**src/rtl/core/rgb_to_hsi_converter_defines.svh**
```systemverilog
// Assertion macros used by the converter's top-level RTL.
`ifndef RGB_TO_HSI_CONVERTER_DEFINES_SVH
`define RGB_TO_HSI_CONVERTER_DEFINES_SVH

// Implication checked on every rising clock edge outside reset.
`define RTHSI_ASSERT(lbl, clk, rst, prop, msg) \
   lbl: assert property (@(posedge clk) disable iff (rst) prop) else $error(msg);

// Plain condition that must hold whenever the qualifier is high.
`define RTHSI_ASSERT_WHEN(lbl, clk, rst, qual, cond, msg) \
   lbl: assert property (@(posedge clk) disable iff (rst) (qual) |-> (cond)) else $error(msg);

`endif

```
**src/rtl/core/rthsi_pkg.sv**
```systemverilog
package rthsi_pkg;

   localparam int XW = 30;          // CORDIC vector width, 16 fraction bits
   localparam int ZW = 32;          // angle accumulator, 2^-22 degree units
   localparam int NW = 26;          // saturation dividend width
   localparam int QW = 16;          // saturation quotient width
   localparam int NumCells = 24;

   localparam logic signed [XW-1:0] Sqrt3Q16 = XW'(113512);
   localparam logic signed [ZW-1:0] HalfTurn = ZW'(754974720);
   localparam logic signed [ZW-1:0] FullTurn = ZW'(1509949440);
   localparam logic [14:0]          HueSteps = 15'd23040;
   localparam logic [17:0]          RecipSix = 18'd174763;

   typedef struct packed {
      logic [7:0] red;
      logic [7:0] green;
      logic [7:0] blue;
   } req_type;

   typedef struct packed {
      logic [14:0] hue;
      logic [15:0] saturation;
      logic [15:0] intensity;
   } rsp_type;

   typedef struct packed {
      logic                 valid;
      logic signed [XW-1:0] x;
      logic signed [XW-1:0] y;
      logic signed [ZW-1:0] z;
      logic [NW-1:0]        rem;
      logic [NW-1:0]        dsr;
      logic [QW-1:0]        quo;
      logic [9:0]           sum;
      logic                 gray;
      logic                 sat_zero;
   } stage_type;

   function automatic logic signed [ZW-1:0] atan_step(input int idx);
      logic signed [ZW-1:0] a;
      case (idx)
         0: a = ZW'(188743680);
         1: a = ZW'(111421900);
         2: a = ZW'(58872272);
         3: a = ZW'(29884485);
         4: a = ZW'(15000234);
         5: a = ZW'(7507429);
         6: a = ZW'(3754631);
         7: a = ZW'(1877430);
         8: a = ZW'(938729);
         9: a = ZW'(469366);
         10: a = ZW'(234683);
         11: a = ZW'(117342);
         12: a = ZW'(58671);
         13: a = ZW'(29335);
         14: a = ZW'(14668);
         15: a = ZW'(7334);
         16: a = ZW'(3667);
         17: a = ZW'(1833);
         18: a = ZW'(917);
         19: a = ZW'(458);
         20: a = ZW'(229);
         21: a = ZW'(115);
         22: a = ZW'(57);
         23: a = ZW'(29);
         default: a = '0;
      endcase
      return a;
   endfunction

endpackage

```
**src/rtl/core/rthsi_post.sv**
```systemverilog
module rthsi_post import rthsi_pkg::*; (
   input  logic      clock,
   input  logic      reset,
   input  stage_type stage_last,
   output logic      rsp_valid,
   output rsp_type   rsp_data
);

   logic                 valid_ff;
   rsp_type              data_ff, data_in;
   logic signed [ZW-1:0] zw;
   logic [ZW:0]          zr;
   logic [15:0]          h;
   logic [18:0]          inum;
   logic [36:0]          iprod;

   always_comb begin
      zw = stage_last.z;
      if (zw < 0) begin
         zw = zw + FullTurn;
      end
      if (zw >= FullTurn) begin
         zw = zw - FullTurn;
      end
      zr = (ZW+1)'($unsigned(zw)) + (ZW+1)'(32768);
      h = zr[31:16];
      // An angle that rounds up to a full turn wraps to zero.
      if (h >= 16'(HueSteps)) begin
         h = h - 16'(HueSteps);
      end
      data_in.hue = stage_last.gray ? '0 : h[14:0];
      data_in.saturation = stage_last.sat_zero ? '0 : stage_last.quo;
      // Division by six through a reciprocal, exact over this range.
      inum = {stage_last.sum, 9'b0} + 19'd3;
      iprod = 37'(inum) * 37'(RecipSix);
      data_in.intensity = iprod[35:20];
   end

   always_ff @(posedge clock) begin
      data_ff <= data_in;
      if (reset) begin
         valid_ff <= 1'b0;
      end else begin
         valid_ff <= stage_last.valid;
      end
   end

   assign rsp_valid = valid_ff;
   assign rsp_data = data_ff;

endmodule
```
**config.mk**
```make
export PLATFORM = sky130hd
export DESIGN_NAME = rthsi_post
export DESIGN_NICKNAME = d
export VERILOG_FILES = /design/src/rtl/core/rgb_to_hsi_converter_defines.svh /design/src/rtl/core/rthsi_pkg.sv /design/src/rtl/core/rthsi_post.sv
export SDC_FILE = /design/constraint.sdc
export NUM_CORES = 1
export LEC_CHECK = 0
export ABC_AREA = 1
export ABC_CLOCK_PERIOD_IN_PS = 4100
export BUFFER_PORTS_ARGS = -buffer_cell sky130_fd_sc_hd__buf_2
export CORE_ASPECT_RATIO = 0.5
export CORE_MARGIN = 1
export CORE_UTILIZATION = 46
export DETAILED_ROUTE_END_ITERATION = 10
export GPL_TIMING_DRIVEN = 1
export PLACE_DENSITY = 0.77
export SLEW_MARGIN = 40
export SYNTH_ARGS = -nofsm -noshare
export SYNTH_HDL_FRONTEND = slang
export SYNTH_SLANG_ARGS = --single-unit
```
**constraint.sdc**
```tcl
create_clock -name clock -period 4.1 [get_ports clock]
set_input_delay 0.205 -clock clock [delete_from_list [all_inputs] [get_ports clock]]
set_output_delay 0.205 -clock clock [all_outputs]
set_load 0.05 [all_outputs]
```
# Yosys cells after proc, flatten, opt, wreduce, memory -nomap -nowiden
# Cells that the tools add are included.
dict set report word_totals {
  latch_bits 0
  rom_bits 0
  ramBits 0
  memories 0
  reg_bits 48
}
dict set report op_classes {
  multipliers 1
  reduce_logical 0
  n_mux 3
  addsub 5
  n_bitwise 0
  n_div 0
  order_cmp 3
  shift 0
  n_eq_ne 0
}
# operator n
set op_table {}
lappend op_table {{$mux W32} 2}
lappend op_table {{$mul A19 B18 Y36 const B} 1}
lappend op_table {{$add A32 B16 Y32 const B} 1}
lappend op_table {{$add A32 B32 Y32 const B} 1}
lappend op_table {{$ge A32 B32 Y1 const B} 1}
lappend op_table {{$lt A32 B1 Y1 const B} 1}
lappend op_table {{$sub A32 B32 Y32 const B} 1}
lappend op_table {{$add A19 B2 Y19 const B} 1}
lappend op_table {{$ge A16 B15 Y1 const B} 1}
lappend op_table {{$mux W15} 1}
lappend op_table {{$sub A15 B15 Y15 const B} 1}

# Depth between registers and ports, before layout
dict set report logic_depth {
  depth_word 7
  ltp_mapped 22
}

# Worst setup path before layout
# Ideal clock, no wire load.
dict set report synth_path {
  kind {input -> register}
  start {input port stage_last[8] (netlist bit)}
  end {register data_ff, in the netlist rsp_data[13]}
  stages 22
  arrival_time_ps 4080
  n_path_buf 0
  setup_time_ps 72
  path_slack_ps -52
  cell_sequence {ha_1 inv_1 fa_1 inv_1 ha_1 inv_1 fa_1 inv_1 fa_1 ha_1 nand2_1 nor3_1 nor3_1 or2_2 nand2_1 nand2_1 nand2_1 a21oi_1 o21ai_0 nand3_1 nand2_1 xor2_1}
}
# element line_no
set synth_lines {}
lappend synth_lines {{start: declaration} rthsi_post.sv:4} ;# input stage_type stage_last,
lappend synth_lines {{end signal: assignment} rthsi_post.sv:40} ;# data_ff <= data_in;
lappend synth_lines {{end: declaration} rthsi_post.sv:10} ;# rsp_type data_ff, data_in;

==> run metrics <==
status=finished, violations left; failing checks=negative setup slack; post-layout util=64.6%; DP Area=0.00712 mm^2; Starting DRT DRC Count=334; most common cell after layout, fill and taps aside=inv_1; Layout Cells excl Fill=1064; fin nets=1245; post-synth cell types=39; # rows=28; multi-input logic area=0.00470 mm^2; post-DR wirelength/cell=14.3 um; first-pass GRT wire length=22100 um; CTS Buf Count=5; Die X=161 um; CTS tree=done; final worst slack=-6.34 ps; Antenna Cells=0; Mapped Cells=714; clk sinks=48; Syn Area/Cell=8.18 um^2; max-slew violation count=0; via/cell ratio=4.95; RSZ-0062 raised after global routing=yes; Total Routing Usage GR=20.8%; port bufs=95; Max FO, Critical Path=3; Final HPWL DP=11800 um; share of layout cells above drive strength 1=32.0%; Setup crit start kind=input port; Initial Utilization=48.3%; final setup violation count=1; Yosys warning count=0; peak supply drop=0.408 mV; Tightest Pin Transition=419 ps; main flop type after synthesis=dfxtp_1; Clock transition at path regs=60 ps; Hold Vio Cnt, Final=0; hold endpoint=rsp_valid$_SDFF_PP0_; min cycle time layout=4110 ps; min-delay src=reset; number of flops mapped to enable cells by yosys=0; most frequent cells in the layout=inv_1 (166), nand2_1 (96), buf_2 (91), ha_1 (88), buf_4 (86); fill count=935; via count=5262; slew margin rel.=72.0%; CTS H-Tree Depth=2; largest net degree at the start of global routing=17; DRC Markers=0; Setup CP Type=input port to flip-flop; Die Area=0.0132 mm^2; Final Instance Area=0.00781 mm^2; Mapped Nets=1061; Seq/Total Area, Yosys=16.4%; P&R area growth vs syn=33.7%; Worst EP required=4310 ps; Routed Antenna Nets=0; #FFs+latches synth=48; initial antenna violation count=0; Pwr Density=808 mW/mm^2; CP Capture Type=flip-flop; total gr overflow=0; CTS Root Cell=clkbuf_16; drt pass-1 iters=5; post-layout power=0.00632 W; drt total wl=15200 um; CP startpoint=stage_last[9]; placed insts=1052; worst hold path type=input port to flip-flop; FF+latch area=961 um^2; Leak=4.31 nW; highest clock rate=0.244 GHz; Worst Hold Depth=2; IO Pins=223; Max-cap violations=0; die height=81.7 um; Placer Congestion=0.927; WP data arrival=4320 ps; Final Cycle Share=100%; clock tree buffer depth=2; Core ar.=0.0121 mm^2; Syn Std Cell Area=0.00584 mm^2; vias in the first global route=4963; Post-synth ARST share=0%
==> cell type report <==
class                           count  share of cell area, %
Multi-Input combinational cell    488                   60.2
Timing Repair Buffer              181                   14.6
Sequential cell                    48                   12.3
Inverter                          174                   8.39
Tap cell                          165                   2.64
Clock buffer                        5                   1.60
Clock inverter                      3                  0.240
==> layer usage <==
layer | part of all wire, % | wire, um | vias to the layer above | global-route usage [%]
li1 | - | - | 2594 | -
met1 | 43 | 6620 | 2456 | 25.7
met2 | 49 | 7510 | 171 | 39.6
met3 | 4.5 | 687 | 41 | 1.82
met4 | 2.7 | 408 | 0 | 5.94
met5 | 0 | 0 | - | 0
==> critical path, cell delays in order <==
cell,delay [ps]
buf_4,140
buf_4,130
buf_4,150
ha_4,250
buf_4,130
ha_1,300
inv_1,60
fa_1,500
inv_1,80
fa_1,450
ha_1,300
ha_1,310
ha_1,320
buf_4,120
nand2_1,60
nor2_1,90
inv_1,70
nor2_2,170
nand4_1,160
o2111ai_1,140
xor2_1,180
==> power breakdown <==
| part | internal [W] | leakage, nW | total (W) | switching [W] |
|---|---|---|---|---|
| Combinational | 0.00249 | 3.84 | 0.00529 | 0.00280 |
| Clock | 0.000225 | 0.0736 | 0.000389 | 0.000165 |
| Sequential | 0.000610 | 0.402 | 0.000638 | 0.0000281 |
| Total | 0.00332 | 4.31 | 0.00632 | 0.00299 |
==> stage by stage <==
step                      hold WS (ps)  setup slack [ps]  setup TNS [ps]
after floorplan                    274              12.6               0
after global placement             359              -344           -2820
after detailed placement           366              -428           -3770
after CTS                         65.6             -13.7           -13.7
after global routing              88.6              -116            -664
final                             72.2             -6.34           -6.34
==> repair_timing <==
item | 4_1_cts | 5_1_grt
gates resized for setup | 8 | 89
hold endpoints to repair | 0 | 0
buffers inserted | 0 | 4
endpoints found under the setup margin | 8 | 13
pin swaps | 2 | 26
hold buffers | 0 | 0
==> cell usage after synthesis, drive strengths merged (2+ instances only) <==
cell type  instances  area (um^2)
o211ai             2         15.0
clkbuf             3         11.3
nand4             10         62.6
inv              174          656
nand2            115          469
nor3               7         35.0
fa                54         1080
a21oi             37          196
nor2              56          233
o21ai             18         97.6
or2                2         12.5
nand3             27          163
o21bai             2         15.0
xor2              17          149
nor3b              2         15.0
ha               118         1480
xnor2             14          130
dfxtp             48          961
==> state kept, by name, indices dropped and copies added (netlist names) <==
register	cells
rsp_data	47
rsp_valid	1
==> cell families (layout without fill, tap and decap cells) <==
group	after synthesis	after routing	synth area share, %
and+or+nand+nor	221	221	17.2
buffers and inverters	178	363	11.6
adders and majority gates	172	172	43.8
AOI/OAI and AO/OA	64	64	6.23
DFF	48	48	16.4
xor gates and xnor gates	31	31	4.78
==> worst max-delay path by stage <==
stage / slack [ps] / end / depth (start not counted)
after CTS: -10 / rsp_data[13]$_DFF_P_ / 23
final: -6 / rsp_data[15]$_DFF_P_ / 21
after floorplan: 10 / rsp_data[11]$_DFF_P_ / 22
after global routing: -120 / rsp_data[13]$_DFF_P_ / 21
after global placement: -340 / rsp_data[11]$_DFF_P_ / 23
after detailed placement: -430 / rsp_data[13]$_DFF_P_ / 23
(Power assumes the default switching activity.)
