## config.mk

```make
export PLATFORM = sky130hd
export DESIGN_NAME = rthsi_cell
export DESIGN_NICKNAME = d
export VERILOG_FILES = /design/src/rtl/core/rgb_to_hsi_converter_defines.svh /design/src/rtl/core/rthsi_pkg.sv /design/src/rtl/core/rthsi_cell.sv
export SDC_FILE = /design/constraint.sdc
export NUM_CORES = 1
export LEC_CHECK = 0
export BUFFER_PORTS_ARGS = -buffer_cell sky130_fd_sc_hd__buf_4
export CAP_MARGIN = 40
export CORE_ASPECT_RATIO = 1.25
export CORE_MARGIN = 2
export CORE_UTILIZATION = 35
export CTS_CLUSTER_DIAMETER = 50
export DETAILED_ROUTE_END_ITERATION = 8
export PLACE_DENSITY = 0.66
export SLEW_MARGIN = 0
export SYNTH_ARGS = -nofsm -noshare
export SYNTH_HDL_FRONTEND = slang
export SYNTH_SLANG_ARGS = --single-unit
```

## constraint.sdc

```tcl
create_clock -name clock -period 3.6 [get_ports clock]
set_input_delay 0.54 -clock clock [delete_from_list [all_inputs] [get_ports clock]]
set_output_delay 0.54 -clock clock [all_outputs]
set_load 0.05 [all_outputs]
```

## src/rtl/core/rgb_to_hsi_converter_defines.svh

```systemverilog
// Assertion macros used by the converter's top-level RTL.
`ifndef RGB_TO_HSI_CONVERTER_DEFINES_SVH
`define RGB_TO_HSI_CONVERTER_DEFINES_SVH

// Implication checked on every rising clock edge outside reset.
`define RTHSI_ASSERT(lbl, clk, rst, prop, msg) \
   lbl: assert property (@(posedge clk) disable iff (rst) prop) else $error(msg);

// Plain condition that must hold whenever the qualifier is high.
`define RTHSI_ASSERT_WHEN(lbl, clk, rst, qual, cond, msg) \
   lbl: assert property (@(posedge clk) disable iff (rst) (qual) |-> (cond)) else $error(msg);

`endif

```

## src/rtl/core/rthsi_pkg.sv

```systemverilog
package rthsi_pkg;

   localparam int XW = 30;          // CORDIC vector width, 16 fraction bits
   localparam int ZW = 32;          // angle accumulator, 2^-22 degree units
   localparam int NW = 26;          // saturation dividend width
   localparam int QW = 16;          // saturation quotient width
   localparam int NumCells = 24;

   localparam logic signed [XW-1:0] Sqrt3Q16 = XW'(113512);
   localparam logic signed [ZW-1:0] HalfTurn = ZW'(754974720);
   localparam logic signed [ZW-1:0] FullTurn = ZW'(1509949440);
   localparam logic [14:0]          HueSteps = 15'd23040;
   localparam logic [17:0]          RecipSix = 18'd174763;

   typedef struct packed {
      logic [7:0] red;
      logic [7:0] green;
      logic [7:0] blue;
   } req_type;

   typedef struct packed {
      logic [14:0] hue;
      logic [15:0] saturation;
      logic [15:0] intensity;
   } rsp_type;

   typedef struct packed {
      logic                 valid;
      logic signed [XW-1:0] x;
      logic signed [XW-1:0] y;
      logic signed [ZW-1:0] z;
      logic [NW-1:0]        rem;
      logic [NW-1:0]        dsr;
      logic [QW-1:0]        quo;
      logic [9:0]           sum;
      logic                 gray;
      logic                 sat_zero;
   } stage_type;

   function automatic logic signed [ZW-1:0] atan_step(input int idx);
      logic signed [ZW-1:0] a;
      case (idx)
         0: a = ZW'(188743680);
         1: a = ZW'(111421900);
         2: a = ZW'(58872272);
         3: a = ZW'(29884485);
         4: a = ZW'(15000234);
         5: a = ZW'(7507429);
         6: a = ZW'(3754631);
         7: a = ZW'(1877430);
         8: a = ZW'(938729);
         9: a = ZW'(469366);
         10: a = ZW'(234683);
         11: a = ZW'(117342);
         12: a = ZW'(58671);
         13: a = ZW'(29335);
         14: a = ZW'(14668);
         15: a = ZW'(7334);
         16: a = ZW'(3667);
         17: a = ZW'(1833);
         18: a = ZW'(917);
         19: a = ZW'(458);
         20: a = ZW'(229);
         21: a = ZW'(115);
         22: a = ZW'(57);
         23: a = ZW'(29);
         default: a = '0;
      endcase
      return a;
   endfunction

endpackage

```

## src/rtl/core/rthsi_cell.sv

```systemverilog
module rthsi_cell import rthsi_pkg::*; #(
   parameter int IDX = 0
) (
   input  logic      clock,
   input  logic      reset,
   input  stage_type stage_prev,
   output stage_type stage_out
);

   stage_type stage_ff, stage_in;

   always_comb begin
      stage_in = stage_prev;
      // One CORDIC rotation toward the x axis.
      if (stage_prev.y >= 0) begin
         stage_in.x = stage_prev.x + (stage_prev.y >>> IDX);
         stage_in.y = stage_prev.y - (stage_prev.x >>> IDX);
         stage_in.z = stage_prev.z + atan_step(IDX);
      end else begin
         stage_in.x = stage_prev.x - (stage_prev.y >>> IDX);
         stage_in.y = stage_prev.y + (stage_prev.x >>> IDX);
         stage_in.z = stage_prev.z - atan_step(IDX);
      end
      // The first cells also produce one saturation quotient bit each.
      if (IDX < QW) begin
         if (stage_prev.rem >= stage_prev.dsr) begin
            stage_in.rem = stage_prev.rem - stage_prev.dsr;
            stage_in.quo = {stage_prev.quo[QW-2:0], 1'b1};
         end else begin
            stage_in.quo = {stage_prev.quo[QW-2:0], 1'b0};
         end
         stage_in.dsr = stage_prev.dsr >> 1;
      end
   end

   always_ff @(posedge clock) begin
      if (reset) begin
         stage_ff <= '0;
      end else begin
         stage_ff <= stage_in;
      end
   end

   assign stage_out = stage_ff;

endmodule

```

Word level (Yosys, flattened, before mapping) --
Index checks and enable logic that the tools add are counted.
Storage, ports and cells: word-level logic and storage cells 22, output and inout bits 173, flip-flop bits (word level) 173
Operators by class: $lt $le $gt $ge 2, mux-type cells 3, add/sub/neg operators 6
Operator list (count):
- 2-to-1 mux 92 bit | 1
- subtractor 30 bit | 2
- adder 32 x 29 -> 32 bit, second input constant | 1
- subtractor 32 x 29 -> 32 bit, second input constant | 1
- adder 30 bit | 1
- >= comparator 30 x 1 -> 1 bit, second input constant | 1
- >= comparator 26 bit | 1
- 2-to-1 mux 26 bit | 1
- subtractor 26 bit | 1
- 2-to-1 mux 1 bit | 1

Longest topological paths before layout --
Gate-level depths: netlist (run 1).
depth after elaboration 2, depth in mapped cells 14, gate-level depth less buffers 12

Least setup slack after synthesis (run 1) --
OpenSTA, ideal clock, no wires.
kind input to register, start point input stage_prev[141] (netlist name), end point register stage_ff (netlist bit stage_out[110]), setup time 128 ps, arrival time 3027 ps, buffers on the path 4, setup slack 446 ps, required time 3472 ps, stages on the path 14, cell sequence clkbuf_1 -> buf_1 -> clkbuf_8 -> clkbuf_1 -> xor2_1 -> ha_1 -> a21oi_1 -> o21bai_1 -> maj3_1 -> a21oi_1 -> o21bai_1 -> nand2_1 -> xnor2_1 -> nor2_1
On the way: word-level cells in the longest chain between the ends 2
RTL lines:
- from (decl) | line rthsi_cell.sv:6 | input stage_type stage_prev,
- >= comparator 30 x 1 -> 1 bit | line rthsi_cell.sv:15 | if (stage_prev.y >= 0) begin
- 2-to-1 mux 92 bit | line rthsi_cell.sv:15
- to (signal assigned) | line rthsi_cell.sv:40 | stage_ff <= stage_in;
- to (decl) | line rthsi_cell.sv:10 | stage_type stage_ff, stage_in;
Every way passes these cells. A chain may end at the register's enable or synchronous reset.

Worst setup path in the final report (run 1) --
start point input stage_prev[54] (netlist name), end point register stage_ff (netlist bit stage_out[68])
On the way: word-level cells in the longest chain between the ends 2
RTL lines:
- subtractor 26 bit or >= comparator 26 bit (tied branches) | line rthsi_cell.sv:27, rthsi_cell.sv:26
- 2-to-1 mux 26 bit * | line rthsi_cell.sv:26 | if (stage_prev.rem >= stage_prev.dsr) begin
Every way passes the cells marked *; elsewhere a longest branch is shown, timed or not.

==> results.md, run 1 <==
- IO Pins: 348
- CTS H-Tree Depth: 4
- Clk sinks: 171
- Routability cong.: slightly below 1
- CTS root buf: clkbuf_16
- # DRC: 0
- Number of antenna violations at the first check in global routing: 1
- Post-synth net total: approximately 1,700
- Relative slew slack: between 50% and 60%
- PD cells: between 400 and 500 nW/um2
- DRT iter0 DRCs: roughly 800
- Die area: 34,600 um2
- Share of cells above drive strength 1: about a quarter
- Max VDD drop: 0.000277 V
- Hold Crit Class: in2reg
- Cell Chain, Critical Path: buf_4 > inv_1 > ha_1 > fa_1 > and2b_1 > o211ai_2 > a31oi_2 > a21boi_2 > o21ai_1 > a31o_1 > a31oi_4 > buf_12 > mux2i_1 > buf_4 > nor2_1
- Area Overhead vs Synth: 32.5%
- PnR worst setup slack: roughly 0.55 ns
- WL final: about 40 mm
- Vias in the first global route: 11,508
- CP Class: in2reg
- Core area: around 33,000 um2
- Final Hold Viols: 0
- Critical Path Fanout Max: 20
- Max reg flops: between 150 and 200
- Die width: 167 um
- Wire per inst: about 17 um
- Max Cap Viol: 0
- Post-route ant nets: 0
- Cts repair resizes: 0
- CTS Buffer Depth: 2
- Pins Over Slew Limit: 0
- Status: completed
- Count of final setup violators: 0
- First-pass DRT Iterations: 8
- Largest net degree at the start of global routing: 79
- Placed wire-length estimate: roughly 31 mm
- Inserted Clock Buffers: 17
- Fin nets: roughly 2,100
- Initial Util: between 30% and 40%
- Distinct cell type count after synthesis: 85
- Die Height: about 210 um
- CTS tree: built
- # hold bufs at CTS: 0
- Fin crit period: about 3.0 ns
- Crit. End Element: flip-flop
- WP data arrival: 3.39 ns
- Number of synthesized flops with an enable pin: 0
- Rows: 74
- Drt via density: ~5.2
- CP peak stage delay: around 0.29 ns
- Overall power: around 6.7 mW
- Max frequency: about 330 MHz
- Pre-CTS setup slack: approximately 0.076 ns
- First-pass GRT wire length: roughly 60 mm
- Via count: roughly 12,000
- Post-CTS Setup Bufs: 0
- CP most frequent cell: buf_4
- Critical path launch point type: primary input
- GRT Util Overall: roughly 22%
- Min Hold Slack: between 0.2 and 0.3 ns
- Gr ovfl total: 0
- TNS Setup: 0 ns
- Post-synthesis register bit count: ~170
- Clk pin slew, worst setup/hold paths: about 0.080 ns
- Synthesized instance count: approximately 1,400
- Highest-count cells in the layout ignoring fill and taps: buf_4 (410), nor2_1 (189), dfxtp_1 (171)
- Main synth FF type: dfxtp_1
- Ys Warns: 0
- Least-Margin Pin Slew: about 0.72 ns
- Most common cell after layout, fill and taps aside: buf_4
- Register area share after synthesis: 29.5%
- Static leakage: between 7 and 8 nW
- Ys async rst share: 0%
- Fillers: 3,193
- Critical Path RT: 3.94 ns
- Area of the mapped netlist: 11,600 um2
- Port bufs: roughly 350
- Final Util: between 40% and 50%
- RSZ-0062 raised after global routing: false
- Slowest-stage cell, CP: a31o_1
- Period utilisation layout: 84.6%
- Synth Area per Inst: between 8 and 9 um2
==> worst paths after layout <==
kind	startpoint	end	slack (ns)	depth (start not counted)
max	stage_prev[54]	stage_out[68]$_SDFF_PP0_	0.55	15
min	stage_prev[23]	stage_out[24]$_SDFF_PP0_	0.28	2
==> routing by layer <==
layer	track usage, %	share of wire [%]	vias to the layer above
met5	0	0	-
met4	10.4	4.5	0
met3	4.08	6.4	102
met2	39.1	50	501
met1	24.8	40	5275
li1	-	-	5635
==> worst max-delay path: cells and delay by family <==
family / cells / cell delay, ns
simple gates: 2 / 0.25
mux: 1 / 0.23
buf+inv: 4 / 0.56
compound gates: 6 / 1.25
fa+ha+maj: 2 / 0.53
==> logic make-up (layout without fill, tap and decap cells) <==
| family | count (synthesis) | in the layout | synth area share, % |
|---|---|---|---|
| buffers and inverters | 192 | 567 | 8.10 |
| DFF | 171 | 171 | 29.5 |
| muxes | 41 | 41 | 3.58 |
| AOI/OAI and AO/OA | 387 | 387 | 21.7 |
| adders and majority gates | 122 | 122 | 13.4 |
| xor gates and xnor gates | 72 | 72 | 5.43 |
| other | 1 | 2 | 0.0323 |
| and+or+nand+nor | 440 | 440 | 18.2 |
==> per-stage QoR <==
| stage | cells | area, um2 |
|---|---|---|
| 6_report | 2220 | 15400 |
| 5_1_grt | 2220 | 15400 |
| 4_1_cts | 2219 | 15400 |
| 3_5_place_dp | 2187 | 14800 |
| 3_3_place_gp | 2187 | 14800 |
| 2_1_floorplan | 1426 | 11600 |
==> Yosys cell counts (all sizes together), types with 11 or more instances <==
master | number | share of area (%)
buf | 22 | 1.5
dfxtp | 171 | 29
nand3 | 17 | 0.82
clkbuf | 49 | 2.6
nand2 | 59 | 1.9
a211oi | 25 | 1.7
ha | 117 | 13
nor4 | 11 | 0.65
o21a | 16 | 1.0
inv | 121 | 3.9
mux2i | 37 | 3.2
nand4 | 13 | 0.70
xor2 | 12 | 0.91
o211ai | 11 | 0.75
nor3 | 31 | 1.3
a21oi | 119 | 5.1
nor2 | 189 | 6.1
o21ai | 81 | 3.5
xnor2 | 60 | 4.5
a21o | 29 | 1.9
o21bai | 17 | 1.1
nor2b | 71 | 3.8
a31oi | 17 | 1.0
==> power by group <==
| group | leakage [nW] | total (mW) | switching (mW) | internal, mW |
|---|---|---|---|---|
| registers | 1.43 | 2.13 | 0.0552 | 2.08 |
| clock network | 0.272 | 1.83 | 0.920 | 0.914 |
| logic | 5.75 | 2.72 | 1.72 | 1.00 |
| total | 7.45 | 6.69 | 2.70 | 3.99 |
==> final cells by class <==
cell class,instances,area [um2],area share [%]
Clock buffer,18,429,2.79
Tap cell,418,523,3.40
Antenna cell,1,2.50,0.0163
Clock inverter,14,130,0.846
Multi-Input combinational cell,1063,7250,47.2
Sequential cell,171,3420,22.3
Timing Repair Buffer,414,3160,20.5
Inverter,121,457,2.97
Note: power is estimated with default switching activity, not from simulation.
==> run 2, diff against run 1 <==
==> constraint.sdc (replaced) <==
create_clock -name clock -period 3 [get_ports clock]
set_input_delay 0.45 -clock clock [delete_from_list [all_inputs] [get_ports clock]]
set_output_delay 0.45 -clock clock [all_outputs]
set_load 0.05 [all_outputs]
==> run 2 against run 1 <==
  * Critical path depth down 1
  * Clock power up 26%
  * Sequential share of layout area down 1.3 points
  * Die area unchanged
  * Via count up 3.9%
  * Global-route usage up 0.65 points
  * Routed wire length up 2.9%
  * Non-clock buffer count up 123
  * Utilization up 2.9 points
  * Critical path type unchanged
  * Largest power group unchanged
==> results.md, run 2 (synthesized netlist as in run 1, its figures left out) <==
- Status: completed
- DRT iter0 DRCs: 765
- Multi-input logic area: between 7000 and 8000 um2
- # DRC: 0
- Inserted Clock Buffers: 17
- Placed wire-length estimate: between 30 and 40 mm
- Static leakage: between 8 and 9 nW
- Least-Margin Pin Slew: ~0.83 ns
- Crit path launch: stage_prev[115]
- Via count: between 10,000 and 15,000
- WP data arrival: approximately 3.2 ns
- CTS tree: built
- Most common cell after layout, fill and taps aside: buf_4
- Post-CTS Setup Bufs: 0
- Share of cells above drive strength 1: 31.2%
- Hold Crit Class: in2reg
- Critical Path Fanout Max: 5
- Relative slew slack: approximately 44%
- Fillers: 3,161
- PnR worst setup slack: about 0.15 ns
- Number of antenna violations at the first check in global routing: 2
- Max VDD drop: between 0.0003 and 0.0004 V
- Critical Path RT: approximately 3.3 ns
- First-pass GRT wire length: a little over 60 mm
- WL final: around 40 mm
- RSZ-0062 raised after global routing: false
- Max reg flops: approximately 170
- Largest net degree at the start of global routing: between 90 and 100
- Fin nets: ~2,200
- # hold bufs at CTS: 0
- Crit. End Element: flip-flop
- Critical path launch point type: primary input
- CTS H-Tree Depth: 4
- CTS Buffer Depth: 2
- Gr ovfl total: 0
- Clk pin slew, worst setup/hold paths: 0.08 ns
- Wire per inst: 17.1 um
- Core area: 32,700 um2
- CP Class: in2reg
- Post-route ant nets: 0
- Drt via density: ~5
- PD cells: about 510 nW/um2
- Routability cong.: between 0.9 and 1
- Max Cap Viol: 0
- Die area: 34,600 um2
- Vias in the first global route: approximately 12,000
- Cts repair resizes: 0
- Pins Over Slew Limit: 0
- IO Pins: between 300 and 400
- Highest-count cells in the layout ignoring fill and taps: buf_4 (534), nor2_1 (189), dfxtp_1 (171)
- Die width: approximately 170 um
- Clk sinks: between 150 and 200
- Fin crit period: about 2.9 ns
- Final Hold Viols: 0
- Max frequency: 351 MHz
- Port bufs: about 350
- FF+latch area: about 3400 um2
- GRT Util Overall: 22.5%
- Worst Hold Launch: stage_prev[2]
- TNS Setup: 0 ns
- Area Overhead vs Synth: 40.7%
- CTS root buf: clkbuf_16
- Pre-CTS setup slack: -0.354 ns
- Period utilisation layout: 95.1%
- First-pass DRT Iterations: 6
- Overall power: ~8.3 mW
- Count of final setup violators: 0
- Rows: between 70 and 80
- Die Height: about 210 um
- Initial Util: 35.5%
[run 2: area by class of cell]
class	count	share of cell area, %
multi-input cells	1063	44.5
repair buffers	537	24.9
flip-flops and latches	171	21.0
well taps	418	3.20
inverters	121	2.80
clock buffers	19	2.71
clock inverters	13	0.920
diodes	2	0.0307
[run 2: worst paths after layout]
kind	to	slack (ns)	cells after the start
setup / recovery	stage_out[170]$_SDFF_PP0_	0.15	14
hold / removal	stage_out[2]$_SDFF_PP0_	0.20	2
[run 2: through the flow]
step                      util [%]  hold slack [ns]  cells  cell area, um2
final                         50.0            0.200   2344           16300
after global routing          49.9            0.192   2342           16300
after CTS                     49.9            0.180   2342           16300
after detailed placement      48.1            0.665   2310           15700
after global placement        48.1            0.659   2310           15700
after floorplan                  -            0.522   1426           11600
[run 2: layer usage]
metal / global-route usage (%) / up-vias / wire [um]
met5: 0 / - / 0
met4: 10.2 / 0 / 1580
met3: 4.10 / 84 / 2540
met2: 40.0 / 493 / 20000
met1: 25.9 / 5507 / 15900
li1: - / 5879 / -
[run 2: where the power goes]
part           switching (mW)  internal (mW)  leakage, nW
clock network            1.10           1.21        0.285
logic                    2.11           1.34         6.35
registers              0.0700           2.50         1.43
total                    3.28           5.04         8.06
[run 2: critical path: stages]
cell	delay, ns
buf_4	0.08
inv_1	0.04
ha_1	0.35
buf_4	0.18
nand3b_1	0.10
a21oi_1	0.08
nor3_1	0.68
o21ai_0	0.23
buf_4	0.18
o21ai_0	0.31
nand3_1	0.12
o311ai_0	0.12
a31oi_1	0.10
mux2i_1	0.16
