==> src/rtl/core/rgb_to_hsi_converter_defines.svh <==
// Assertion macros used by the converter's top-level RTL.
`ifndef RGB_TO_HSI_CONVERTER_DEFINES_SVH
`define RGB_TO_HSI_CONVERTER_DEFINES_SVH

// Implication checked on every rising clock edge outside reset.
`define RTHSI_ASSERT(lbl, clk, rst, prop, msg) \
   lbl: assert property (@(posedge clk) disable iff (rst) prop) else $error(msg);

// Plain condition that must hold whenever the qualifier is high.
`define RTHSI_ASSERT_WHEN(lbl, clk, rst, qual, cond, msg) \
   lbl: assert property (@(posedge clk) disable iff (rst) (qual) |-> (cond)) else $error(msg);

`endif

==> src/rtl/core/rthsi_pkg.sv <==
package rthsi_pkg;

   localparam int XW = 30;          // CORDIC vector width, 16 fraction bits
   localparam int ZW = 32;          // angle accumulator, 2^-22 degree units
   localparam int NW = 26;          // saturation dividend width
   localparam int QW = 16;          // saturation quotient width
   localparam int NumCells = 24;

   localparam logic signed [XW-1:0] Sqrt3Q16 = XW'(113512);
   localparam logic signed [ZW-1:0] HalfTurn = ZW'(754974720);
   localparam logic signed [ZW-1:0] FullTurn = ZW'(1509949440);
   localparam logic [14:0]          HueSteps = 15'd23040;
   localparam logic [17:0]          RecipSix = 18'd174763;

   typedef struct packed {
      logic [7:0] red;
      logic [7:0] green;
      logic [7:0] blue;
   } req_type;

   typedef struct packed {
      logic [14:0] hue;
      logic [15:0] saturation;
      logic [15:0] intensity;
   } rsp_type;

   typedef struct packed {
      logic                 valid;
      logic signed [XW-1:0] x;
      logic signed [XW-1:0] y;
      logic signed [ZW-1:0] z;
      logic [NW-1:0]        rem;
      logic [NW-1:0]        dsr;
      logic [QW-1:0]        quo;
      logic [9:0]           sum;
      logic                 gray;
      logic                 sat_zero;
   } stage_type;

   function automatic logic signed [ZW-1:0] atan_step(input int idx);
      logic signed [ZW-1:0] a;
      case (idx)
         0: a = ZW'(188743680);
         1: a = ZW'(111421900);
         2: a = ZW'(58872272);
         3: a = ZW'(29884485);
         4: a = ZW'(15000234);
         5: a = ZW'(7507429);
         6: a = ZW'(3754631);
         7: a = ZW'(1877430);
         8: a = ZW'(938729);
         9: a = ZW'(469366);
         10: a = ZW'(234683);
         11: a = ZW'(117342);
         12: a = ZW'(58671);
         13: a = ZW'(29335);
         14: a = ZW'(14668);
         15: a = ZW'(7334);
         16: a = ZW'(3667);
         17: a = ZW'(1833);
         18: a = ZW'(917);
         19: a = ZW'(458);
         20: a = ZW'(229);
         21: a = ZW'(115);
         22: a = ZW'(57);
         23: a = ZW'(29);
         default: a = '0;
      endcase
      return a;
   endfunction

endpackage

==> src/rtl/core/rthsi_prep.sv <==
module rthsi_prep import rthsi_pkg::*; (
   input  logic      clock,
   input  logic      reset,
   input  logic      accept,
   input  req_type   req_data,
   output stage_type stage_out
);

   stage_type            stage_ff, stage_in;
   logic signed [9:0]    dx;
   logic signed [XW-1:0] dy;
   logic signed [XW-1:0] x0, y0;
   logic [9:0]           sum, mn;

   always_comb begin
      dx = 10'($signed({2'b00, req_data.red, 1'b0}) - $signed({2'b00, req_data.green})
           - $signed({2'b00, req_data.blue}));
      dy = XW'($signed({1'b0, req_data.green}) - $signed({1'b0, req_data.blue}));
      x0 = {{(XW-26){dx[9]}}, dx, 16'b0};
      y0 = XW'(dy * Sqrt3Q16);
      sum = 10'(req_data.red) + 10'(req_data.green) + 10'(req_data.blue);
      mn = 10'(req_data.red);
      if (10'(req_data.green) < mn) begin
         mn = 10'(req_data.green);
      end
      if (10'(req_data.blue) < mn) begin
         mn = 10'(req_data.blue);
      end

      stage_in.valid = accept;
      // Fold the left half plane onto the right so the CORDIC converges.
      if (x0 < 0) begin
         stage_in.x = -x0;
         stage_in.y = -y0;
         stage_in.z = HalfTurn;
      end else begin
         stage_in.x = x0;
         stage_in.y = y0;
         stage_in.z = '0;
      end
      // Rounded quotient: (2^16*(sum - 3*min) + sum) / (2*sum).
      stage_in.rem = (NW'(sum - 10'(3 * mn)) << 16) + NW'(sum);
      stage_in.dsr = NW'({sum, 1'b0}) << (QW - 1);
      stage_in.quo = '0;
      stage_in.sum = sum;
      stage_in.gray = (req_data.red == req_data.green) && (req_data.red == req_data.blue);
      stage_in.sat_zero = stage_in.gray || (sum < 10'd3);
   end

   always_ff @(posedge clock) begin
      if (reset) begin
         stage_ff <= '0;
      end else begin
         stage_ff <= stage_in;
      end
   end

   assign stage_out = stage_ff;

endmodule

==> config.mk <==
export PLATFORM = sky130hd
export DESIGN_NAME = rthsi_prep
export DESIGN_NICKNAME = d
export VERILOG_FILES = /design/src/rtl/core/rgb_to_hsi_converter_defines.svh /design/src/rtl/core/rthsi_pkg.sv /design/src/rtl/core/rthsi_prep.sv
export SDC_FILE = /design/constraint.sdc
export NUM_CORES = 1
export LEC_CHECK = 0
export BUFFER_PORTS_ARGS = -buffer_cell sky130_fd_sc_hd__clkbuf_2
export CAP_MARGIN = 10
export CORE_UTILIZATION = 45
export DETAILED_ROUTE_END_ITERATION = 8
export HOLD_SLACK_MARGIN = 0.08
export PLACE_DENSITY = 0.78
export SETUP_SLACK_MARGIN = 0.2
export SYNTH_ARGS = -nofsm -noshare
export SYNTH_HDL_FRONTEND = slang
export SYNTH_SLANG_ARGS = --single-unit
export TNS_END_PERCENT = 10
==> constraint.sdc <==
create_clock -name clock -period 14.9 [get_ports clock]
set_input_delay 1.49 -clock clock [delete_from_list [all_inputs] [get_ports clock]]
set_output_delay 1.49 -clock clock [all_outputs]
set_load 0.005 [all_outputs]
# Word-level counts from Yosys, hierarchy flattened
# Cells that the tools add are included.
# word_totals
ff_bits,163
latchBits,0
ram_bits,0
mem_bits_ro,0
in_bits,27
output_inout_bits,173
word_cells,36
n_memories,0
# op_classes
add_sub_neg,9
multipliers,2
n_div,0
order_cmp,4
n_eq_ne,2
shifts,0
mux,3
bitwise,1
reduce_logical,3
# ops
cell,n
92-bit two-way mux,1
26-bit negation with 30-bit output,1
27-bit negation with 30-bit output,1
26-bit by 10-bit adder with 26-bit output,1
"26-bit by 1-bit less-than comparator with 1-bit output, second input constant",1
"9-bit by 15-bit multiplier with 24-bit output, second input constant",1
8-bit equality test,2
8-bit two-way mux,2
9-bit by 8-bit adder with 10-bit output,1
"10-bit by 2-bit less-than comparator with 1-bit output, second input constant",1
8-bit by 10-bit less-than comparator with 1-bit output,1
"2-bit by 10-bit multiplier with 10-bit output, first input constant",1
10-bit subtractor,1
10-bit by 9-bit subtractor with 10-bit output,1
9-bit by 8-bit subtractor with 10-bit output,1
8-bit by 8-bit adder with 9-bit output,1
8-bit by 8-bit subtractor with 9-bit output,1
8-bit less-than comparator,1
2-bit OR reduction,1
1-bit logical AND,1
1-bit logical OR,1
1-bit inverter,1

# Depth between registers and ports, before layout
# Gate-level depths: netlist of run 1.
# depth
depth_word,7
mapped_depth,29
mapped_depth_nobuf,29

# Worst setup path after synthesis of run 1
# Ideal clock, no wire load.
# synth_path
kind,input-to-reg
startpoint,in req_data[1] (netlist bit)
endpoint,reg stage_ff (netlist bit stage_out[138])
setup_ps,65
arrival_time_ps,8117
path_slack_ps,6718
path_stages,26
path_cell_list,inv_1 -> ha_1 -> nor2b_1 -> o21a_1 -> o21bai_1 -> a21oi_1 -> nor2_1 -> o21ai_0 -> a21oi_1 -> xor2_1 -> fa_1 -> inv_1 -> fa_1 -> fa_1 -> fa_1 -> inv_1 -> ha_1 -> ha_1 -> a211oi_2 -> nor2_1 -> or4_4 -> mux2i_4 -> o21bai_2 -> a2111o_1 -> or4_1 -> nand4_1
# synth_via
elab_chain_cells,4
elab_cells_between_ends,6
# synth_rtl
item,line_no,source
"start, declared",rthsi_prep.sv:5,"input req_type req_data,"
8-bit by 8-bit subtractor with 9-bit output,rthsi_prep.sv:18,"dy = XW'($signed({1'b0, req_data.green}) - $signed({1'b0, req_data.blue}));"
9-bit by 15-bit multiplier with 24-bit output,rthsi_prep.sv:20,y0 = XW'(dy * Sqrt3Q16);
27-bit negation with 30-bit output,rthsi_prep.sv:34,stage_in.y = -y0;
92-bit two-way mux (*),rthsi_prep.sv:32,if (x0 < 0) begin
"end signal, assigned",rthsi_prep.sv:54,stage_ff <= stage_in;
"end, declared",rthsi_prep.sv:9,"stage_type stage_ff, stage_in;"
# Every way passes the cells marked *; elsewhere a longest branch is shown, timed or not.
# A chain may end at the register's enable or synchronous reset.

# Final worst setup path of run 1
# layout_path
startpoint,in req_data[1] (netlist bit)
endpoint,reg stage_ff (netlist bit stage_out[139])
# Same word-level chain as after synthesis.

==> results.txt, run 1 <==
Across all layers, the routed design uses 6673 vias. In the synthesized netlist, the number of instances is roughly 980. Setup violations remaining at the end of the flow were counted as 0. The overall die area came out at just under 20000 um2. After global routing the overflow that remains totals 0. The post-CTS setup repair buffer count is 0. The final standard cell utilization of the core came out at 0.4928. The total instance count after detailed placement is about 1300.

The dominant combinational cell family by area after synthesis is adder cells. The initial antenna violation count came out at 0. The critical path runs through a total of 27 cells. The final critical path time including I/O delays and setup is 8.837 ns. The net count reported at finish is roughly 1300.

From bottom edge to top edge, the die measures between 100 and 150 um. The run finished with clean final reports. The area of the core came out at roughly 19000 um2. The post-synthesis share of cell area spent on full adders, half adders and majority gates is 0.3331. The synthesis warning total is 0.

The period utilization is 0.5931. The area taken by flip-flops and latches is roughly 1300 um2. The fill cell instance count of the final layout came out at between 1500 and 2000. The number of enable flip-flop cells after synthesis came out at 0. The number of buffers between clock root and the deepest sink came out at 2. For this run, design rule violations remaining after detail routing come to 0. The via density per instance is between 5 and 6.

The post-detailed-placement half-perimeter wirelength is around 15000 um. In the layout the commonest cells are sky130_fd_sc_hd__inv_1 (128), sky130_fd_sc_hd__ha_1 (124), sky130_fd_sc_hd__clkbuf_2 (114). The maximum level of the CTS H-tree came out at 3.

The required time at the worst-slack endpoint came out at 15.09 ns. After synthesis, the netlist uses 82 different library cells. Relative to the synthesized area, the layout overhead comes to 7.239%. The final cell count without fillers is 1308. The number of antenna repair diodes came out at 0. The global-route wire length before repair came out at between 20000 and 30000 um. STA classifies the critical path startpoint as an input pin. The CTS clock-pin slew for the worst setup and hold paths came out at around 0.050 ns. The number of max-slew violations in the final report came out at 0. TritonCTS built the clock tree. The number of global-route vias before repair came to 6145. For the pin with the worst max-slew slack, the measured transition is around 1.0 ns. The cell family contributing the most delay on the critical path is adder cells. The tree built by TritonCTS fans out to 65 sinks. The startpoint-to-endpoint class of the critical path is input pin to register. The count of hold buffers inserted by post-cts repair came out at 0. The final total negative setup slack is 0 ns. Entering global routing, the biggest net connects between 50 and 60 pins. Setup repair after global routing left no endpoint under its margin. The most common library cell in the layout ignoring fill and taps is sky130_fd_sc_hd__inv_1. The initial cell density of the core came out at 0.4595. The first-iteration detailed-routing DRC count came out at 426. Across every metal layer, demand over resource in global routing totals 0.1874. In this design, the critical path's most frequently occurring cell is sky130_fd_sc_hd__fa_1.

The arrival time at the worst endpoint is ~9.0 ns. The leading register cell type out of synthesis is sky130_fd_sc_hd__dfxtp_1. The cell area that synthesis handed to floorplanning was between 8000 and 9000 um2. The post-CTS resize count is 0. The type of the most critical hold path is input pin to register.

For this run, asynchronously set or reset flops after synthesis account for 0. The mux cell area share after synthesis came out at 0.02582. The count of TritonRoute iterations in the first routing pass came out at 5. Each instance of the synthesized netlist takes up on average slightly below 9 um2.

After detailed routing, the average wire length per cell comes to 13.89 um. The library cell contributing the largest single delay on the critical path is sky130_fd_sc_hd__xor2_1. In this design, the stage delay of the slowest critical-path cell is 0.63 ns. The final layout contains routed wiring with a total length of between 15000 and 20000 um. The share of the synthesized area in compound gates (AO/OA/AOI/OAI) is 0.1327. In this run, synthesis produced a sequential element count of 65.

Along the worst path, the maximum fanout reaches 8. The post-synthesis share of cell area spent on and, or, nand and nor gates is 0.1304. The part of the Yosys area used for sequential elements came out at 0.1509. The post-detailed-route count of antenna-violating nets came out at 0. Derived from the worst setup path, the maximum achievable clock frequency is around 0.11 GHz. The number of hold violations in the final report is 0. The sum of buffers and inverters on the critical path is 4. The worst pin sits at a relative slew slack of 0.3181.

The floorplan row count is 50. The share of cells above drive strength 1 came out at 0.1546. Counting instances, the worst hold path has a depth of 2. The critical path capture point type is a register. The multi-input combinational cell area is approximately 6300 um2. The die width came out at ~140 um. The clock root buffer master is sky130_fd_sc_hd__clkbuf_16. The final weighted congestion in routability-driven placement came out at 0.9073. The number of top-level pins came out at 200.

The total of buffers placed on input and output ports came out at 114. The register with the most flip-flops in the layout has between 60 and 70 of them. The CTS buffer count is 9. The tool flagged a number of max-cap violations equal to 0. Of the total synthesized cell area, the portion taken by XOR and XNOR cells is 0.06601.
[cells in the mapped netlist (3+ instances only)]
cell,count,area [um2]
sky130_fd_sc_hd__o2111ai_1,3,26.28
sky130_fd_sc_hd__mux2i_1,11,110.1
sky130_fd_sc_hd__or4_1,3,22.52
sky130_fd_sc_hd__buf_6,4,45.04
sky130_fd_sc_hd__buf_4,108,810.8
sky130_fd_sc_hd__o211ai_1,3,22.52
sky130_fd_sc_hd__nand2b_1,5,31.28
sky130_fd_sc_hd__a41oi_1,4,35.03
sky130_fd_sc_hd__clkbuf_1,7,26.28
sky130_fd_sc_hd__a31oi_1,3,18.77
sky130_fd_sc_hd__nand4_1,8,50.05
sky130_fd_sc_hd__inv_1,128,480.5
sky130_fd_sc_hd__nor2b_1,12,75.07
sky130_fd_sc_hd__nand3b_1,3,22.52
sky130_fd_sc_hd__ha_1,124,1551
sky130_fd_sc_hd__nor2_1,73,274.0
sky130_fd_sc_hd__a21o_1,9,67.56
sky130_fd_sc_hd__o21bai_1,7,52.55
sky130_fd_sc_hd__a2111o_1,4,45.04
sky130_fd_sc_hd__or2_2,9,56.30
sky130_fd_sc_hd__or3_1,11,68.82
sky130_fd_sc_hd__a211oi_1,4,30.03
sky130_fd_sc_hd__nand2_1,42,157.7
sky130_fd_sc_hd__o311ai_0,3,26.28
sky130_fd_sc_hd__nor4_1,4,25.02
sky130_fd_sc_hd__o21ai_0,30,150.1
sky130_fd_sc_hd__nor3b_1,3,22.52
sky130_fd_sc_hd__o21a_1,7,52.55
sky130_fd_sc_hd__and2_1,6,37.54
sky130_fd_sc_hd__dfxtp_1,65,1301
sky130_fd_sc_hd__mux2_2,8,90.09
sky130_fd_sc_hd__fa_1,66,1321
sky130_fd_sc_hd__a21oi_1,45,225.2
sky130_fd_sc_hd__a211o_1,3,26.28
sky130_fd_sc_hd__nor3_1,15,75.07
sky130_fd_sc_hd__xnor2_1,30,262.8
sky130_fd_sc_hd__o21ai_1,3,15.01
sky130_fd_sc_hd__o31ai_1,7,52.55
sky130_fd_sc_hd__nand3_1,16,80.08
sky130_fd_sc_hd__xor2_1,35,306.5
[through the flow]
stage | instance area [um2] | setup slack (ns) | hold slack (ns)
after detailed placement | 8937 | 5.850 | 1.709
final | 9249 | 6.063 | 1.379
after CTS | 9249 | 6.110 | 1.378
after global placement | 8937 | 6.074 | 1.708
after global routing | 9249 | 5.619 | 1.396
after floorplan | 8955 | 6.718 | 1.618
[layout make-up]
type                            instances  share of cell area
Clock buffer                           12             0.02665
Clock inverter                          3            0.007035
Inverter                              129             0.05235
Multi-Input combinational cell        749              0.6783
Sequential cell                        65              0.1407
Tap cell                              234             0.03166
Timing Repair Buffer                  116             0.06331
[final timing paths]
check              startpoint                         to  slack, ns
setup / recovery  req_data[1]  stage_out[139]$_SDFF_PP0_       6.06
hold / removal         accept  stage_out[172]$_SDFF_PP0_       1.38
[cells by family (layout without fill, tap and decap cells)]
logic type / count (synthesis) / count (layout)
DFF: 65 / 65
and+or+nand+nor: 222 / 222
buffers and inverters: 252 / 260
xor gates and xnor gates: 65 / 65
adders and majority gates: 190 / 190
other: 1 / 89
AOI/OAI and AO/OA: 163 / 163
muxes: 20 / 20
[per-layer routing]
metal / up-vias / routed length, um / GRT usage
met5: - / 0 / 0
met4: 0 / 279 / 0.05379
met3: 20 / 1104 / 0.02393
met2: 248 / 8524 / 0.3129
met1: 3134 / 8263 / 0.2533
li1: 3271 / - / -
Power of run 1 is not shown: default switching activity piles up to over one toggle a cycle in this logic, so the estimate is an artifact.
==> run 2, diff against run 1 <==
--- a/config.mk
+++ b/config.mk
@@ -5,12 +5,13 @@
 export SDC_FILE = /design/constraint.sdc
 export NUM_CORES = 1
 export LEC_CHECK = 0
+export ABC_AREA = 1
 export BUFFER_PORTS_ARGS = -buffer_cell sky130_fd_sc_hd__clkbuf_2
 export CAP_MARGIN = 10
 export CORE_UTILIZATION = 45
 export DETAILED_ROUTE_END_ITERATION = 8
 export HOLD_SLACK_MARGIN = 0.08
-export PLACE_DENSITY = 0.78
+export PLACE_DENSITY = 0.8
 export SETUP_SLACK_MARGIN = 0.2
 export SYNTH_ARGS = -nofsm -noshare
 export SYNTH_HDL_FRONTEND = slang
==> constraint.sdc (replaced) <==
create_clock -name clock -period 7.5 [get_ports clock]
set_input_delay 0.75 -clock clock [delete_from_list [all_inputs] [get_ports clock]]
set_output_delay 0.75 -clock clock [all_outputs]
set_load 0.005 [all_outputs]
==> run 2 against run 1 <==
- die area grew 1.6%
- sequential cell count did not move
- first-iteration DRC count rose by 4.2%
- global-route usage up 1.5 points
- sequential share of layout area decreased by 0.28 points
- synthesized area grew 1.6%
- setup slack got worse by 5.3 ns
- via count rose by 11%
- routed wire length up 12%
- non-clock buffer count up 1
- core utilization grew 0.68 points
==> results.txt, run 2 <==
The mean area per synthesized cell came out at 7.365 um2 (-16%). In the post-synthesis netlist, the cell with the most instances is sky130_fd_sc_hd__nand2_1. The count of endpoints failing setup in the final report came out at 0 (unchanged). STA classifies the critical path endpoint as a register. By count the netlist is led by sky130_fd_sc_hd__nand2_1 (222), sky130_fd_sc_hd__inv_1 (209), sky130_fd_sc_hd__ha_1 (124). The number of flip-flops in the largest register is 65 (unchanged).

The fill cell instance count of the final layout is 1835 (+5.2%). The TritonCTS clock tree is built. The maximum net fanout on the critical path is 7 (-1). The post-synthesis share of cell area spent on full adders, half adders and majority gates came to 0.3278 (-0.005326).

The share of the synthesized netlist area taken by xor and xnor gates came out at 0.01899 (-0.04702). The share of the synthesized area in the top cell type is 0.1770 (-0.002876). The clock root buffer master is sky130_fd_sc_hd__clkbuf_16. The number of hold violations in the final report came out at 0 (unchanged). The arrival time at the worst endpoint came out at 6.93 ns (-2.09 ns). The number of sinks driven by the clock tree is 65 (unchanged). Setup repair after global routing left no endpoint under its margin. The final wirelength is 20290 um (+12%). The number of buffers between clock root and the deepest sink came out at 2 (unchanged). The net count reported at finish is 1502 (+17%). The period utilization is 0.8952. The max capacitance violation total is 0 (unchanged).

The dominant combinational cell family by area after synthesis is adder cells. The path with the worst hold slack has its endpoint at stage_out[172]$_SDFF_PP0_. The post-place setup slack is 0.4654 ns (-5.385 ns). The run finished with clean final reports.

The remaining max-slew budget at the tightest pin is 0.2680 (-0.05013). The share of the synthesized area in compound gates (AO/OA/AOI/OAI) is 0.09750 (-0.03524). The initial cell density of the core is 0.4639 (+0.004374). The overall via count from detail_route is 7383 (+11%). The number of global-route vias before repair came out at 6752 (+9.9%).

Among all stages on the critical path, the largest delay is contributed by sky130_fd_sc_hd__fa_1. The startpoint identified for the worst hold timing path is accept. The share of synthesized registers carrying an async set or reset came out at 0 (unchanged). The number of top-level pins is 200 (unchanged).

The total DRC errors in the routed layout is 0 (unchanged). The mux cell area share after synthesis is 0 (-0.02582). The synthesis warning total is 0 (unchanged). The post-synthesis share of cell area spent on and, or, nand and nor gates is 0.2161 (+0.08571). The number of enable flip-flop cells after synthesis came to 0 (unchanged). The global-route wire length before repair came out at 32550 um (+9.5%).

The synthesis-to-finish area growth came out at 7.694%. The floorplan row count is 50 (unchanged). The final standard cell utilization of the core is 0.4996 (+0.006803). Leaving out fill and tap cells, the most frequent cell in the layout is sky130_fd_sc_hd__nand2_1.

The total grt overflow is 0 (unchanged). The final critical path time including I/O delays and setup is 6.714 ns. The count of TritonRoute iterations in the first routing pass came out at 5 (unchanged). Summed over all instances, the cell type with the most area after synthesis is sky130_fd_sc_hd__ha_1. The stage delay of the slowest cell on the critical path came out at 0.55 ns (-0.08 ns). The slew at the pin closest to its max-slew limit came out at 1.097 ns (+0.08080 ns). The final weighted congestion in routability-driven placement came out at 0.9066 (about the same). The placed standard-cell area came out at 9141 um2 (+2.3%). The area of the core came out at 18890 um2 (+0.67%).

The summed area of non-filler cells in the final layout is 9439 um2 (+2.1%). The total of buffers placed on input and output ports came to 114 (unchanged). The final total negative setup slack came to 0 ns (unchanged). The upper clock frequency limit came out at approximately 0.15 GHz. The initial antenna violation count came out at 0 (unchanged). The overall fraction of global-route tracks in use is 0.2027 (+0.01531). The distinct cell type count of the synthesized netlist is 47 (-43%). The average detailed-routed wire length per instance came out at 13.09 um (-5.8%). The count of state elements after synthesis is 65 (unchanged).

Sorting the synthesized cells by area gives the leading types as sky130_fd_sc_hd__ha_1 (18%), sky130_fd_sc_hd__fa_1 (15%), sky130_fd_sc_hd__dfxtp_1 (15%). The part of the Yosys area used for sequential elements came to 0.1485 (-0.002412). By startpoint and endpoint, the worst setup path is classified as input pin to register. The maximum number of pins on one net before global-route repair was 40 (-32%). The number of antenna repair diodes came out at 0 (unchanged). The share of cells above drive strength 1 came out at 0.1465 (-0.008051). The instance count of the mapped netlist is 1190 (+22%). The worst setup margin came out at 0.7858 ns (-5.277 ns). The overall die area came out at 20040 um2 (+1.6%). The die width came to 141.6 um (+0.80%).

The post-CTS resize count is 0 (unchanged). The CTS clock-pin slew for the worst setup and hold paths came out at 0.05 ns (about the same). The number of max-slew violations in the final report is 0 (unchanged). The path class of the tightest hold or removal check is input pin to register. The required time at the worst-slack endpoint is 7.71 ns (-7.38 ns). The die span in y came to 141.6 um (+0.80%).

STA classifies the critical path startpoint as an input pin. The number of instances on the worst hold path is 3 (+1). The top cell types in the final layout, fill and taps aside, are sky130_fd_sc_hd__nand2_1 (222), sky130_fd_sc_hd__inv_1 (209), sky130_fd_sc_hd__ha_1 (124).

The post-CTS setup repair buffer count is 0 (unchanged). The count of hold buffers inserted by post-cts repair is 0 (unchanged). The post-detailed-route count of antenna-violating nets is 0 (unchanged). The maximum level of the CTS H-tree was 3 (unchanged). The post-detailed-placement half-perimeter wirelength is 17400 um (+14%). The CTS buffer count is 9 (unchanged). The via density per instance was 4.763 (-6.6%). The post-synthesis cell area is 8765 um2 (+1.6%). The leading register cell type out of synthesis is sky130_fd_sc_hd__dfxtp_1. The first-iteration detailed-routing DRC count is 444 (+4.2%).
-- run 2: cell count changes after synthesis, moves of 17 or more --
cell / previous run / this run
sky130_fd_sc_hd__a21oi_1: 45 / 62
sky130_fd_sc_hd__inv_1: 128 / 209
sky130_fd_sc_hd__nand2_1: 42 / 222
sky130_fd_sc_hd__nand2_2: 0 / 25
sky130_fd_sc_hd__nand3_1: 16 / 54
sky130_fd_sc_hd__o21ai_0: 30 / 52
sky130_fd_sc_hd__xnor2_1: 30 / 8
sky130_fd_sc_hd__xor2_1: 35 / 11
-- run 2: per-stage QoR --
step                instances  hold slack (ns)
floorplan                1278           0.8570
global placement         1534           0.9498
detailed placement       1534           0.9539
CTS                      1550           0.6119
global route             1550           0.6206
finish                   1550           0.6164
-- run 2: final cells by class --
| type | instances | area, um2 | area share |
|---|---|---|---|
| inverter | 213 | 799.5 | 0.08470 |
| multi-input combinational | 879 | 6122 | 0.6486 |
| sequential | 65 | 1301 | 0.1379 |
| clock buffer | 11 | 242.7 | 0.02572 |
| clock inverter | 5 | 55.05 | 0.005832 |
| tap | 260 | 325.3 | 0.03446 |
| timing repair buffer | 117 | 593.1 | 0.06283 |
-- run 2: cell families after synthesis --
kind of cell    count (synthesis)
simple gates                  428
buf+inv                       334
fa+ha+maj                     190
compound gates                153
flops                          65
xor+xnor                       19
other cells                     1
-- run 2: layer usage --
layer | wire length (um) | track usage | share of wire
met1 | 9227 | 0.2727 | 0.45
met2 | 9637 | 0.3461 | 0.47
met3 | 1074 | 0.01957 | 0.053
met4 | 355 | 0.05546 | 0.017
met5 | 0 | 0 | 0
-- run 2: how the worst max path moves through the flow --
stage / startpoint / end / slack [ns] / cells after the start
after CTS: req_data[2] / stage_out[138]$_SDFF_PP0_ / 0.80 / 34
after global placement: req_data[2] / stage_out[137]$_SDFF_PP0_ / 0.57 / 34
final: req_data[2] / stage_out[137]$_SDFF_PP0_ / 0.79 / 34
after global routing: req_data[2] / stage_out[137]$_SDFF_PP0_ / 0.25 / 34
after detailed placement: req_data[2] / stage_out[138]$_SDFF_PP0_ / 0.47 / 34
after floorplan: req_data[2] / stage_out[137]$_SDFF_PP0_ / 0.96 / 33
-- run 2: critical path, delay by kind of cell --
family	cells	cell delay, ns
AO/OA/AOI/OAI	6	0.91
XOR/XNOR	1	0.19
adder cells (fa/ha/maj)	7	3.07
buffers and inverters	8	0.89
AND/OR/NAND/NOR	12	1.09
Power of run 2 is left out for the same reason.
==> run 3, diff against run 2 <==
--- a/config.mk
+++ b/config.mk
@@ -12,6 +12,7 @@
 export DETAILED_ROUTE_END_ITERATION = 8
 export HOLD_SLACK_MARGIN = 0.08
 export PLACE_DENSITY = 0.8
+export REMOVE_ABC_BUFFERS = 1
 export SETUP_SLACK_MARGIN = 0.2
 export SYNTH_ARGS = -nofsm -noshare
 export SYNTH_HDL_FRONTEND = slang
==> run 3 against run 2 <==
- via count increased by 0.16%
- non-clock buffer count unchanged
- critical path depth unchanged
- fmax grew 0.86%
- die area did not move
- sequential cell count unchanged
- cell count is the same
- setup slack improved by 0.057 ns
- critical endpoint unchanged
==> results.txt, run 3 (synthesis gave the netlist of run 2 again) <==
The post-place setup slack came out at 0.4530 ns (-0.01242 ns). The share of cells above drive strength 1 was 0.1481 (+0.001550). The count of TritonRoute iterations in the first routing pass is 5 (unchanged). The post-CTS setup repair buffer count came out at 0 (unchanged).

The global-route wire length before repair is 30590 um (-6.0%). The maximum number of pins on one net before global-route repair came out at 39 (-2.5%). In this run the most used layer during global routing was met2. The number of max-slew violations in the final report came out at 0 (unchanged). The area of the core came to 18890 um2 (unchanged). By startpoint and endpoint, the worst setup path is classified as input pin to register. The count of endpoints failing setup in the final report is 0 (unchanged).

The overall fraction of global-route tracks in use was 0.1915 (-0.01125). The net count reported at finish is 1502 (unchanged). The overall die area came to 20040 um2 (unchanged). The met1 capacity usage during global routing is 0.2558 (-0.01692). The worst hold path belongs to the class input pin to register.

The number of flip-flops in the largest register came out at 65 (unchanged). The die width came out at 141.6 um (unchanged). The first-iteration detailed-routing DRC count is 548 (+23%). The CTS clock-pin slew for the worst setup and hold paths came out at 0.06 ns (about the same). The total of buffers placed on input and output ports was 114 (unchanged). The upper clock frequency limit came out at 0.1502 GHz (+0.86%). The period utilization is 0.8876 (-0.007666). The number of instances on the worst hold path came out at 3 (unchanged). The number of buffers between clock root and the deepest sink is 2 (unchanged). The via density per instance is 4.771 (+0.16%). In the layout the commonest cells are sky130_fd_sc_hd__nand2_1 (222), sky130_fd_sc_hd__inv_1 (209), sky130_fd_sc_hd__ha_1 (124). The initial cell density of the core is 0.4639 (unchanged). The final wirelength came out at 18900 um (-6.9%).

The worst setup path is launched from an input pin. The max capacitance violation total is 0 (unchanged). The number of hold violations in the final report is 0 (unchanged). The maximum level of the CTS H-tree is 3 (unchanged). The number of global-route vias before repair is 6552 (-3.0%). The post-detailed-route count of antenna-violating nets is 0 (unchanged). The floorplan row count is 50 (unchanged).

The summed area of non-filler cells in the final layout is 9469 um2 (+0.32%). For this design, the slowest cell found on the critical path is sky130_fd_sc_hd__fa_1. The number of sinks driven by the clock tree came out at 65 (unchanged). The stage delay of the slowest cell on the critical path is 0.54 ns (about the same). The overall via count from detail_route was 7395 (+0.16%).

The maximum net fanout on the critical path is 7 (unchanged). TritonCTS built the clock tree. The final critical path time including I/O delays and setup is 6.657 ns (-0.05749 ns). The library cell used most frequently in the layout, excluding fill and tap cells, is sky130_fd_sc_hd__nand2_1. The total grt overflow is 0 (unchanged). The remaining max-slew budget at the tightest pin came out at 0.5897 (+0.3217). The worst setup margin is 0.8433 ns (+0.05749 ns).

The required time at the worst-slack endpoint came out at 7.73 ns (+0.02 ns). The number of antenna repair diodes came out at 0 (unchanged). The worst setup path is captured at a register. Setup repair after global routing left no endpoint under its margin. The met2 global-route usage came out at 0.3103 (-0.03578). The arrival time at the worst endpoint is 6.89 ns (-0.04 ns). The number of top-level pins is 200 (unchanged). The clock root buffer master is sky130_fd_sc_hd__clkbuf_16.

The synthesis-to-finish area growth is 8.037%. The slew at the pin closest to its max-slew limit is 0.6155 ns (-0.4813 ns). The count of hold buffers inserted by post-cts repair came to 0 (unchanged). The met3 usage is 0.03679 (+0.01721).

The initial antenna violation count is 0 (unchanged). The post-detailed-placement half-perimeter wirelength is 16060 um (-7.7%). The average detailed-routed wire length per instance came out at 12.19 um (-6.9%). The die span in y came out at 141.6 um (unchanged). The flow ran to the end, and the final reports show no timing, DRC or antenna violations.

The CTS buffer count came out at 9 (unchanged). The total DRC errors in the routed layout is 0 (unchanged). The final weighted congestion in routability-driven placement came to 0.8939 (-1.4%). The placed standard-cell area is 9141 um2 (unchanged). The final total negative setup slack is 0 ns (unchanged). The worst hold slack after final layout is 0.5863 ns (-0.03005 ns).
-- run 3: final cells by class --
cell class	count	area [um2]
clock buffer	9	225.2
clock inverter	7	100.1
fill	1861	9424
inverter	213	799.5
multi-input combinational	879	6125
sequential	65	1301
tap	260	325.3
timing repair buffer	117	593.1
-- run 3: path summary, 6_finish.rpt --
kind         from                   endpoint  slack, ns
max   req_data[2]  stage_out[137]$_SDFF_PP0_       0.84
min        accept  stage_out[172]$_SDFF_PP0_       0.59
-- run 3: worst max-delay path: cells and delay by family --
kind | cells | cell delay (ns)
xor+xnor | 1 | 0.20
buf+inv | 8 | 0.87
simple gates | 12 | 1.10
compound gates | 6 | 0.99
fa+ha+maj | 7 | 2.96
-- run 3: layer usage --
metal	routed length, um	share of wire
met5	0	0
met4	388	0.021
met1	8659	0.46
met3	1131	0.060
met2	8721	0.46
-- run 3: repair_timing --
| action | 4_1_cts | 5_1_grt |
|---|---|---|
| hold endpoints to repair | 0 | 0 |
| setup endpoints to repair | 0 | 2 |
| gates resized for setup | 0 | 1 |
-- run 3: metrics by stage --
| step | instances | utilization |
|---|---|---|
| after global routing | 1550 | 0.5012 |
| final | 1550 | 0.5012 |
| after CTS | 1550 | 0.5011 |
| after floorplan | 1157 | - |
| after detailed placement | 1534 | 0.4838 |
| after global placement | 1534 | 0.4838 |
Power of run 3 is left out for the same reason.
